$ cat src/mep_pkg.sv
// Shared constants and types of the escape-time pixel unit.
// No dependencies; every other file of the unit refers to this package by scoped names.
`default_nettype none

package mep_pkg;

   // Multiplier digit size in bits: one digit of the second operand per cycle.
   localparam int MUL_DIGIT = 16;

   // Result field widths that do not follow any parameter.
   localparam int ITER_WIDTH = 16;
   localparam int GRAY_WIDTH = 8;

   // Depth of the queue between the front and the iteration engine.
   localparam int QUEUE_DEPTH = 4;

   // Iteration limit after reset.
   localparam logic [ITER_WIDTH-1:0] MAX_ITER_RESET = 16'd5000;

   // Configuration register indexes.
   localparam int REG_INDEX_WIDTH = 3;
   typedef enum logic [REG_INDEX_WIDTH-1:0] {
      REG_X_MIN    = 3'd0,
      REG_Y_MIN    = 3'd1,
      REG_X_STEP   = 3'd2,
      REG_Y_STEP   = 3'd3,
      REG_MAX_ITER = 3'd4
   } reg_index_type;

   // Fill status of the point queue.
   typedef struct packed {
      logic full;
      logic empty;
   } queue_status_type;

endpackage

`default_nettype wire

$ cat src/mep_queue.sv
// Short register queue that carries mapped points from the front to the engine.
// Depends on mep_pkg for depth and status type.
`default_nettype none

module mep_queue #(
   parameter int DATA_WIDTH = 88
) (
   input  logic                      clock,
   input  logic                      reset,
   input  logic                      push,
   input  logic [DATA_WIDTH-1:0]     push_data,
   input  logic                      pop,
   output logic [DATA_WIDTH-1:0]     pop_data,
   output mep_pkg::queue_status_type status
);

   localparam int DEPTH     = mep_pkg::QUEUE_DEPTH;
   localparam int PTR_WIDTH = $clog2(DEPTH);
   localparam int CNT_WIDTH = $clog2(DEPTH + 1);

   logic [DATA_WIDTH-1:0] slot_ff [DEPTH];
   logic [PTR_WIDTH-1:0]  wr_ptr_ff, wr_ptr_in, rd_ptr_ff, rd_ptr_in;
   logic [CNT_WIDTH-1:0]  count_ff, count_in;

   // Pointers wrap over the slots; the count tells full from empty.
   always_comb begin
      wr_ptr_in = push ? wr_ptr_ff + PTR_WIDTH'(1) : wr_ptr_ff;
      rd_ptr_in = pop ? rd_ptr_ff + PTR_WIDTH'(1) : rd_ptr_ff;
      case ({push, pop})
         2'b10:   count_in = count_ff + CNT_WIDTH'(1);
         2'b01:   count_in = count_ff - CNT_WIDTH'(1);
         default: count_in = count_ff;
      endcase
   end

   always_ff @(posedge clock) begin
      if (reset) begin
         wr_ptr_ff <= '0;
         rd_ptr_ff <= '0;
         count_ff  <= '0;
      end else begin
         wr_ptr_ff <= wr_ptr_in;
         rd_ptr_ff <= rd_ptr_in;
         count_ff  <= count_in;
      end
      if (push) begin
         slot_ff[wr_ptr_ff] <= push_data;
      end
   end

   assign pop_data     = slot_ff[rd_ptr_ff];
   assign status.full  = (count_ff == CNT_WIDTH'(DEPTH));
   assign status.empty = (count_ff == '0);

endmodule

`default_nettype wire

$ cat config.mk
export PLATFORM = sky130hd
export DESIGN_NAME = mep_queue
export DESIGN_NICKNAME = d
export VERILOG_FILES = /design/src/mep_pkg.sv /design/src/mep_queue.sv
export SDC_FILE = /design/constraint.sdc
export NUM_CORES = 1
export LEC_CHECK = 0
export ABC_AREA = 1
export BUFFER_PORTS_ARGS = -buffer_cell sky130_fd_sc_hd__buf_2
export CAP_MARGIN = 20
export CORE_UTILIZATION = 45
export CTS_CLUSTER_SIZE = 28
export DETAILED_ROUTE_END_ITERATION = 7
export PLACE_DENSITY_LB_ADDON = 0.15
export SYNTH_ARGS = -nofsm -noshare
export SYNTH_HDL_FRONTEND = slang
export SYNTH_SLANG_ARGS = --single-unit
$ cat constraint.sdc
create_clock -name clock -period 3.8 [get_ports clock]
set_clock_uncertainty 0.1 [all_clocks]
set_input_delay 0.19 -clock clock [delete_from_list [all_inputs] [get_ports clock]]
set_output_delay 0.19 -clock clock [all_outputs]
set_load 0.01 [all_outputs]
==> flow_metrics.tcl <==
set metrics [dict create \
    cts_sinks 361 \
    gr-total-overflow 0 \
    hold_violations 0 \
    postCtsResizedCells 0 \
    min_to "slot_ff[0][24]$_DFFE_PP_" \
    worst-setup-path-type "register to primary output" \
    post_synth_and_or_nand_nor_area_fraction_pct 5.40 \
    dp_slack_ps 1570 \
    port_buffers 181 \
    syn_to_final_growth_pct 24.6 \
    cts-root-buf "clkbuf_16" \
    detail-route-antenna-nets 0 \
    ys_types 21 \
    grt_pass1_vias 8117 \
    reg2reg_to "slot_ff[0][55]$_DFFE_PP_" \
    path_common_cell "buf_4" \
    cts_tree "done" \
    power.total_mw 8.91 \
    grt_max_degree 177 \
    slowest_delay_ps 540 \
    finalWorstSetupSlack_ps 1050 \
    place.gp.congestion 0.705 \
    final_common_cell "edfxtp_1" \
    reg2reg_from "wr_ptr_ff[0]$_SDFFE_PP0P_" \
    cp-end-kind "primary output" \
    slew_violations 0 \
    cap_violations 0 \
    cts_buffers 38 \
    drc 0 \
    hp-class "primary input to register" \
    initial_core_util_pct 46.3 \
    clk_pin_slew_ps 60 \
    fin_crit_sh_pct 72.4 \
    htreeDepth 2 \
    synthAdderAreaFrac_pct 0.614 \
    core_area_mm2 0.0291 \
    clk_latency_ps 500 \
    wire_per_inst_um 18.2 \
    clockBufferDepth 3 \
    routed_wl_um 28800 \
    worstHoldPathCells 2 \
    yosys.area.top_type_share_pct 78.5 \
    yosys.area.top_type "edfxtp_1" \
    startpoint_type "register" \
    crit_required_ps 3510 \
    yosys_warnings 0 \
    reg2regPathDepth 5 \
    post_drt_via_cell_ratio 5.20 \
    final_layout_size_suffix_gt1_share_pct 20.7 \
    status "finished clean" \
    ir_worst_vdd_uv 470 \
    cp.arrival_ps 2460 \
    fin_nets 1272 \
    die_h_um 175 \
    drt_pass1_iterations 5 \
    antenna_found_initial 3 \
    ys_seq_elements 361 \
    pin_count 182 \
    synth_compound_area_share_pct 11.0 \
    setup_violations 0 \
    tns_ps 0 \
    worst_pin_slew_ps 997 \
    dp_hpwl_um 15300 \
    final_cell_mix "edfxtp_1, buf_2, nor2_1" \
    synthMuxAreaShare_pct 0 \
    min_from "push_data[24]" \
    path_delay_family "buffers and inverters" \
    max_slew_margin_pct 33.5 \
    synth.avg_cell_area_um2 14.8 \
    async_reset_ff_share_pct 0 \
    cp_cell_sequence "buf_4, buf_4, o21ai_0, o22ai_1, buf_2" \
    leakage_nw 5.91 \
    synth-xor-area-share_pct 0 \
    critPathMaxFanout 48 \
    pwr_density_cell_mw_per_mm2 531 \
    grt_pass1_wl_um 45000 \
    grt_util_all_layers_pct 18.9 \
    min_period_ps 2750 \
    ys.flop_type "edfxtp_1" \
    yosys-top-cells-area "edfxtp_1, nor2_1, o21ai_0" \
    r2r_slack_ps 1740 \
    fp-row-count 62 \
    rsz0062_at_grt "false" \
    max_freq_mhz 364 \
    synth-edff-count 352 \
    synth_top_family_by_area "compound AO/OA/AOI/OAI gates" \
    syn_nets 1006 \
    dieArea_mm2 0.0306 \
    synth_area_mm2 0.0135 \
    synthCells 908 \
    drtIter0Drc 609 \
    die_w_um 175 \
    path_buf_inv 3 \
    num_vias 8229 \
    ys_seq_area_share_pct 79.9 \
    slowest_stage "buf_4" \
]
worst register-to-register path, delay by kind of cell, from the launching register on:
family                   cells  cell delay (ps)
flip-flops                   1              330
adder cells (fa/ha/maj)      1              160
buffers and inverters        3             1060
AND/OR/NAND/NOR              1               80
cell usage after synthesis, types with 2 or more instances:
| cell type | count |
|---|---|
| ha_1 | 5 |
| o22ai_1 | 88 |
| o21ai_1 | 55 |
| buf_6 | 12 |
| nand2_1 | 9 |
| nor2_1 | 179 |
| inv_1 | 16 |
| o21ai_0 | 127 |
| nor3_1 | 2 |
| buf_4 | 6 |
| clkbuf_1 | 22 |
| a21oi_1 | 5 |
| edfxtp_1 | 352 |
| dfxtp_1 | 9 |
| buf_2 | 12 |
| clkbuf_2 | 4 |
report_power, final:
group | internal, mW | switching (mW)
Clock | 2.08 | 1.38
Sequential | 4.55 | 0.0364
Combinational | 0.315 | 0.540
Total | 6.95 | 1.96
logic make-up after synthesis:
logic type               count (synthesis)
AO/OA/AOI/OAI                          275
adder cells (fa/ha/maj)                  6
buffers and inverters                   74
flip-flops                             361
AND/OR/NAND/NOR                        192
repair_timing:
action                     CTS  global route
hold buffers                91             0
hold endpoints to repair   361             0
setup endpoints to repair    0             0
buffers inserted             0             0
worst max-delay path by stage:
stage | cells after the start | start | slack (ps) | endpoint
after floorplan | 4 | wr_ptr_ff[0]$_SDFFE_PP0P_ | 970 | slot_ff[2][0]$_DFFE_PP_
after global placement | 5 | register | 1580 | pop_data[71]
after detailed placement | 5 | register | 1570 | pop_data[71]
after CTS | 5 | register | 1020 | pop_data[71]
after global routing | 5 | register | 800 | pop_data[71]
final | 5 | register | 1050 | pop_data[71]
state kept, by name (all words and copies together) (netlist names), named ones only:
| signal | flops |
|---|---|
| wr_ptr_ff | 2 |
| slot_ff | 352 |
| rd_ptr_ff | 2 |
| count_ff | 3 |
layout make-up:
cell class,count,area (µm²)
Antenna cell,3,7.51
Clock buffer,50,1060
Clock inverter,12,105
Fill cell,2394,12300
Inverter,18,82.6
Multi-Input combinational cell,473,2300
Sequential cell,361,10800
Tap cell,384,480
Timing Repair Buffer,282,1980
layer usage:
layer  routed length, µm  track usage (%)  vias to the layer above
li1                    -                -                     3959
met1               13000             26.0                     4007
met2               13600             30.4                      226
met3                1600             3.70                       37
met5                   0                0                        -
met4                 577             6.01                        0
stage by stage:
stage               util [%]  std cells  hold slack (ps)  instance area (µm²)
floorplan                  -        908              189                13500
global placement        50.5       1427              305                14700
detailed placement      50.5       1427              307                14700
CTS                     57.6       1580              302                16800
global route            57.6       1582              331                16800
finish                  57.6       1583              329                16800
Note: power is estimated with default switching activity, not from simulation.
