**config.mk**
```make
export PLATFORM = sky130hd
export DESIGN_NAME = mep_front
export DESIGN_NICKNAME = d
export VERILOG_FILES = /design/src/mep_pkg.sv /design/src/mep_front.sv
export SDC_FILE = /design/constraint.sdc
export NUM_CORES = 2
export LEC_CHECK = 0
export BUFFER_PORTS_ARGS = -buffer_cell sky130_fd_sc_hd__buf_2
export CORE_ASPECT_RATIO = 1.5
export CORE_MARGIN = 4
export CORE_UTILIZATION = 47
export CTS_CLUSTER_DIAMETER = 100
export DETAILED_ROUTE_END_ITERATION = 8
export MAX_ROUTING_LAYER = met4
export PLACE_DENSITY = 0.7
export SLEW_MARGIN = 10
export SYNTH_ARGS = -nofsm -noshare
export SYNTH_HDL_FRONTEND = slang
export SYNTH_SLANG_ARGS = --single-unit
export TNS_END_PERCENT = 20
```
**constraint.sdc**
```tcl
create_clock -name clock -period 13.43 [get_ports clock]
set_clock_uncertainty 0.2 [all_clocks]
set_input_delay 1.343 -clock clock [delete_from_list [all_inputs] [get_ports clock]]
set_output_delay 1.343 -clock clock [all_outputs]
set_load 0.02 [all_outputs]
```
**src/mep_pkg.sv**
```systemverilog
// Shared constants and types of the escape-time pixel unit.
// No dependencies; every other file of the unit refers to this package by scoped names.
`default_nettype none

package mep_pkg;

   // Multiplier digit size in bits: one digit of the second operand per cycle.
   localparam int MUL_DIGIT = 16;

   // Result field widths that do not follow any parameter.
   localparam int ITER_WIDTH = 16;
   localparam int GRAY_WIDTH = 8;

   // Depth of the queue between the front and the iteration engine.
   localparam int QUEUE_DEPTH = 4;

   // Iteration limit after reset.
   localparam logic [ITER_WIDTH-1:0] MAX_ITER_RESET = 16'd5000;

   // Configuration register indexes.
   localparam int REG_INDEX_WIDTH = 3;
   typedef enum logic [REG_INDEX_WIDTH-1:0] {
      REG_X_MIN    = 3'd0,
      REG_Y_MIN    = 3'd1,
      REG_X_STEP   = 3'd2,
      REG_Y_STEP   = 3'd3,
      REG_MAX_ITER = 3'd4
   } reg_index_type;

   // Fill status of the point queue.
   typedef struct packed {
      logic full;
      logic empty;
   } queue_status_type;

endpackage

`default_nettype wire

```
**src/mep_front.sv**
```systemverilog
// Front part: accepts pixel beats and maps each position to a saturated point c.
// Depends on mep_pkg for the queue status type.
`default_nettype none

module mep_front #(
   parameter int COORD_WIDTH = 32,
   parameter int POS_WIDTH   = 12
) (
   input  logic                         clock,
   input  logic                         reset,
   input  logic                         in_valid,
   output logic                         in_ready,
   input  logic [POS_WIDTH-1:0]         in_col,
   input  logic [POS_WIDTH-1:0]         in_row,
   input  logic [COORD_WIDTH-1:0]       x_min,
   input  logic [COORD_WIDTH-1:0]       y_min,
   input  logic [COORD_WIDTH-2:0]       x_step,
   input  logic [COORD_WIDTH-2:0]       y_step,
   input  mep_pkg::queue_status_type    q_status,
   output logic                         q_push,
   output logic [COORD_WIDTH-1:0]       c_re,
   output logic [COORD_WIDTH-1:0]       c_im,
   output logic [POS_WIDTH-1:0]         out_col,
   output logic [POS_WIDTH-1:0]         out_row
);

   localparam int W          = COORD_WIDTH;
   localparam int PROD_WIDTH = POS_WIDTH + W - 1;
   localparam int SUM_WIDTH  = PROD_WIDTH + 2;
   localparam int HI_WIDTH   = SUM_WIDTH - W + 1;
   localparam logic [W-1:0] COORD_MAX = {1'b0, {(W-1){1'b1}}};
   localparam logic [W-1:0] COORD_MIN = {1'b1, {(W-1){1'b0}}};

   logic                  s1_valid_ff, s1_valid_in;
   logic [PROD_WIDTH-1:0] prod_re_ff, prod_im_ff;
   logic [POS_WIDTH-1:0]  s1_col_ff, s1_row_ff;
   logic                  s2_valid_ff, s2_valid_in;
   logic [W-1:0]          c_re_ff, c_re_in, c_im_ff, c_im_in;
   logic [POS_WIDTH-1:0]  s2_col_ff, s2_row_ff;
   logic                  s1_load, s2_load, s2_free;
   logic [SUM_WIDTH-1:0]  sum_re, sum_im;
   logic [HI_WIDTH-1:0]   hi_re, hi_im;

   // Stage handshake: each stage moves when the one after it has room.
   assign q_push      = s2_valid_ff && !q_status.full;
   assign s2_free     = !s2_valid_ff || q_push;
   assign in_ready    = !s1_valid_ff || s2_free;
   assign s1_load     = in_valid && in_ready;
   assign s2_load     = s1_valid_ff && s2_free;
   assign s1_valid_in = s1_load || (s1_valid_ff && !s2_free);
   assign s2_valid_in = s2_load || (s2_valid_ff && !q_push);

   // Edge plus offset; the step is unsigned, the edge signed.
   assign sum_re = SUM_WIDTH'(prod_re_ff) + {{(SUM_WIDTH - W){x_min[W-1]}}, x_min};
   assign sum_im = SUM_WIDTH'(prod_im_ff) + {{(SUM_WIDTH - W){y_min[W-1]}}, y_min};
   assign hi_re  = sum_re[SUM_WIDTH-1:W-1];
   assign hi_im  = sum_im[SUM_WIDTH-1:W-1];

   // Saturate to the coordinate range when the upper bits are not a sign run.
   always_comb begin
      if ((&hi_re) || !(|hi_re)) begin
         c_re_in = sum_re[W-1:0];
      end else begin
         c_re_in = sum_re[SUM_WIDTH-1] ? COORD_MIN : COORD_MAX;
      end
      if ((&hi_im) || !(|hi_im)) begin
         c_im_in = sum_im[W-1:0];
      end else begin
         c_im_in = sum_im[SUM_WIDTH-1] ? COORD_MIN : COORD_MAX;
      end
   end

   always_ff @(posedge clock) begin
      if (reset) begin
         s1_valid_ff <= 1'b0;
         s2_valid_ff <= 1'b0;
      end else begin
         s1_valid_ff <= s1_valid_in;
         s2_valid_ff <= s2_valid_in;
      end
      if (s1_load) begin
         prod_re_ff <= PROD_WIDTH'(in_col) * PROD_WIDTH'(x_step);
         prod_im_ff <= PROD_WIDTH'(in_row) * PROD_WIDTH'(y_step);
         s1_col_ff  <= in_col;
         s1_row_ff  <= in_row;
      end
      if (s2_load) begin
         c_re_ff   <= c_re_in;
         c_im_ff   <= c_im_in;
         s2_col_ff <= s1_col_ff;
         s2_row_ff <= s1_row_ff;
      end
   end

   assign c_re    = c_re_ff;
   assign c_im    = c_im_ff;
   assign out_col = s2_col_ff;
   assign out_row = s2_row_ff;

endmodule

`default_nettype wire

```
==> results.sh <==
export IMPL_clkLatencyLatePin_ps=520
export IMPL_start_kind="input pin"
export IMPL_fin_crit_ps=8070
export IMPL_routed_wl_um=86100
export IMPL_synth_flop_cell="edfxtp_1"
export IMPL_required_ps=13490
export IMPL_setup_viol=0
export IMPL_crit_arrival_ps=8130
export IMPL_dp_final_hpwl_um=70200
export IMPL_finalSetupTns_ps=0
export IMPL_layout_drive_gt1_share=0.0796
export IMPL_yosysUniqueCellTypes=79
export IMPL_synth_top_area_frac=0.336
export IMPL_overflow=0
export IMPL_syn_nets=4846
export IMPL_slew_headroom=0.272
export IMPL_numCtsBuffers=17
export IMPL_crit_path_max_fanout=32
export IMPL_worstHoldEndpoint="out_row[8]"
export IMPL_async_flop_share=0
export IMPL_dr_pass1_iters=6
export IMPL_cp_top_family="adder cells"
export IMPL_syn_area_sq_um=34700
export IMPL_area_growth_pct=7.15
export IMPL_portBuffers=243
export IMPL_cts_resized=0
export IMPL_timing_final_crit_share=0.601
export IMPL_worstReg2RegStart="prod_re_ff[13]"
export IMPL_clock_sinks=200
export IMPL_cts_root_buffer="clkbuf_16"
export IMPL_power_density_nw_per_um2=259
export IMPL_p_leak_uw=0.0177
export IMPL_cts_setup_buffers=0
export IMPL_hold_buffers=0
export IMPL_cp_slowest_cell="a2111oi_0"
export IMPL_n_fill_cell=6854
export IMPL_cts_clk_slew_worst_paths_ps=80
export IMPL_grt_start_max_net_pins=57
export IMPL_fmax_ghz=0.124
export IMPL_crit_path_end_kind="flip-flop"
export IMPL_syn_inst=3859
export IMPL_synth_area_top_cells="fa_1, edfxtp_1, ha_1, nand2_1, inv_1"
export IMPL_first_iter_violations=1082
export IMPL_synth_area_per_cell_sq_um=9.00
export IMPL_hp_start="s1_row_ff[8]"
export IMPL_rsz0062_at_grt="false"
export IMPL_avgRoutedWirePerCell_um=17.4
export IMPL_vias=26757
export IMPL_hp_class="flip-flop to flip-flop"
export IMPL_place_congestion=0.929
export IMPL_ios=245
export IMPL_regArea_sq_um=5990
export IMPL_core_sq_um=73000
export IMPL_die_x_um=230
export IMPL_antenna_found_initial=11
export IMPL_multi_input_area_sq_um=25500
export IMPL_worstMarginPinSlew_ps=1080
export IMPL_layout_commonest_cell="nand2_1"
export IMPL_nNetsFinal=4932
export IMPL_synth_edff_count=198
export IMPL_critPathKind="input pin to flip-flop"
export IMPL_crit_chain="buf_2 > nand2_1 > fa_1 > inv_1 > fa_1 > fa_1 > fa_1 > inv_1 > fa_1 > inv_1 > ha_1 > nand4_1 > a21oi_1 > and3_1 > a221o_1 > a221oi_1 > a211o_1 > a2111oi_0 > o21ai_0 > a21boi_0 > o221ai_1 > xnor2_1"
export IMPL_hold_viol=0
export IMPL_yosysSeqAreaShare=0.172
export IMPL_drv_slew=0
export IMPL_ff2ff_path_depth=12
export IMPL_max_stage_delay_ps=720
export IMPL_final_antenna_net_count=0
export IMPL_grt_pass1_wl_um=141000
export IMPL_final_cell_mix="nand2_1, inv_1, fa_1"
export IMPL_first_global_vias=28759
export IMPL_die_area_sq_um=78400
export IMPL_die_h_um=341
export IMPL_cp_num_buf_inv=4
export IMPL_status="finished clean"
export IMPL_vias_per_cell=5.40
export IMPL_cts_tree="built"
export IMPL_hold_depth=0
export IMPL_reg2reg_to="c_re[30]"
export IMPL_maxCapViolations=0
export IMPL_cts_max_level=4
export IMPL_synth_seq_cells=200
export IMPL_num_rows=121
export IMPL_start_util=0.476
export IMPL_path_common_cell="fa_1"
export IMPL_dpl_cell_area_sq_um=36600
export IMPL_synth_top_cell_by_area="fa_1"
export IMPL_rrSetupSlack_ps=8300
export IMPL_ys_warn_count=0
export IMPL_drc=0
export IMPL_irDropWorstVdd_mv=0.154
export IMPL_design_area_sq_um=37200
export IMPL_cts_path_max_buffers=2
export IMPL_track_usage=0.230
## layout make-up
cell class	count	share of cell area
multi-input cells	2795	0.686
well taps	984	0.0331
flip-flops and latches	200	0.161
clock inverters	15	0.00474
repair buffers	254	0.0349
diodes	12	0.000807
clock buffers	17	0.0114
inverters	677	0.0683
## per-layer routing
| layer | vias to the layer above | GRT usage | share of wire |
|---|---|---|---|
| met5 | - | - | 0 |
| met4 | 0 | 0.0897 | 0.036 |
| met3 | 196 | 0.0337 | 0.052 |
| met2 | 777 | 0.428 | 0.54 |
| met1 | 13366 | 0.244 | 0.37 |
| li1 | 12418 | - | - |
## flip-flops by register name, summed over array words and instances (netlist names)
| name | count |
|---|---|
| prod_im_ff | 43 |
| out_col | 12 |
| c_im | 32 |
| prod_re_ff | 43 |
| s2_valid_ff | 1 |
| out_row | 12 |
| s1_valid_ff | 1 |
| c_re | 32 |
| s1_col_ff | 12 |
| s1_row_ff | 12 |
## cells in the mapped netlist, types with 4 or more instances
cell	count
nand2_1	704
o22ai_1	36
or3_1	8
xor2_1	49
o31ai_1	9
o41ai_1	4
o2111ai_1	5
a31oi_1	23
nor2b_1	16
o21a_1	18
and3_1	16
ha_1	250
edfxtp_1	198
o21bai_1	32
a21boi_0	5
and4_1	4
a21o_1	73
a21oi_1	202
nand3b_1	4
o211ai_1	12
a41oi_1	6
a2111oi_0	4
fa_1	582
xnor2_1	100
nand3_1	29
a221oi_1	5
mux2i_1	4
nand4_1	30
inv_1	677
o21ai_0	88
a211oi_1	15
and2_1	232
nor4_1	5
nor2_1	116
nand2b_1	18
or2_2	4
clkbuf_1	181
o221ai_1	4
nor3_1	30
## kinds of logic after synthesis
group	synth area share
simple gates	0.161
buf+inv	0.0942
fa+ha+maj	0.426
compound gates	0.107
flops	0.172
xor+xnor	0.0385
mux	0.00115
## metrics by stage
| step | hold WS, ps | total power, uW | util | setup slack [ps] | cells |
|---|---|---|---|---|---|
| 2_1_floorplan | 200 | 7490 | - | 4830 | 3859 |
| 3_3_place_gp | 200 | 8910 | 0.501 | 4890 | 4910 |
| 3_5_place_dp | 205 | 9080 | 0.501 | 4850 | 4910 |
| 4_1_cts | 224 | 9670 | 0.509 | 5380 | 4942 |
| 5_1_grt | 231 | 10800 | 0.510 | 4860 | 4953 |
| 6_report | 222 | 9630 | 0.510 | 5360 | 4954 |
## worst max-delay path by stage
stage | startpoint | to | slack, ps | cells after the start
6_report | in_col[6] | prod_re_ff[42] | 5360 | 22
2_1_floorplan | q_status[1] | c_im[0] | 4830 | 1
3_3_place_gp | in_row[3] | prod_im_ff[42] | 4890 | 21
4_1_cts | in_col[6] | prod_re_ff[42] | 5380 | 22
5_1_grt | in_row[3] | prod_im_ff[41] | 4860 | 22
3_5_place_dp | in_row[3] | prod_im_ff[42] | 4850 | 21
## power by group
group / internal [uW] / switching, uW
registers: 1220 / 52.9
clock network: 251 / 298
logic: 3280 / 4530
(Power assumes the default switching activity.)
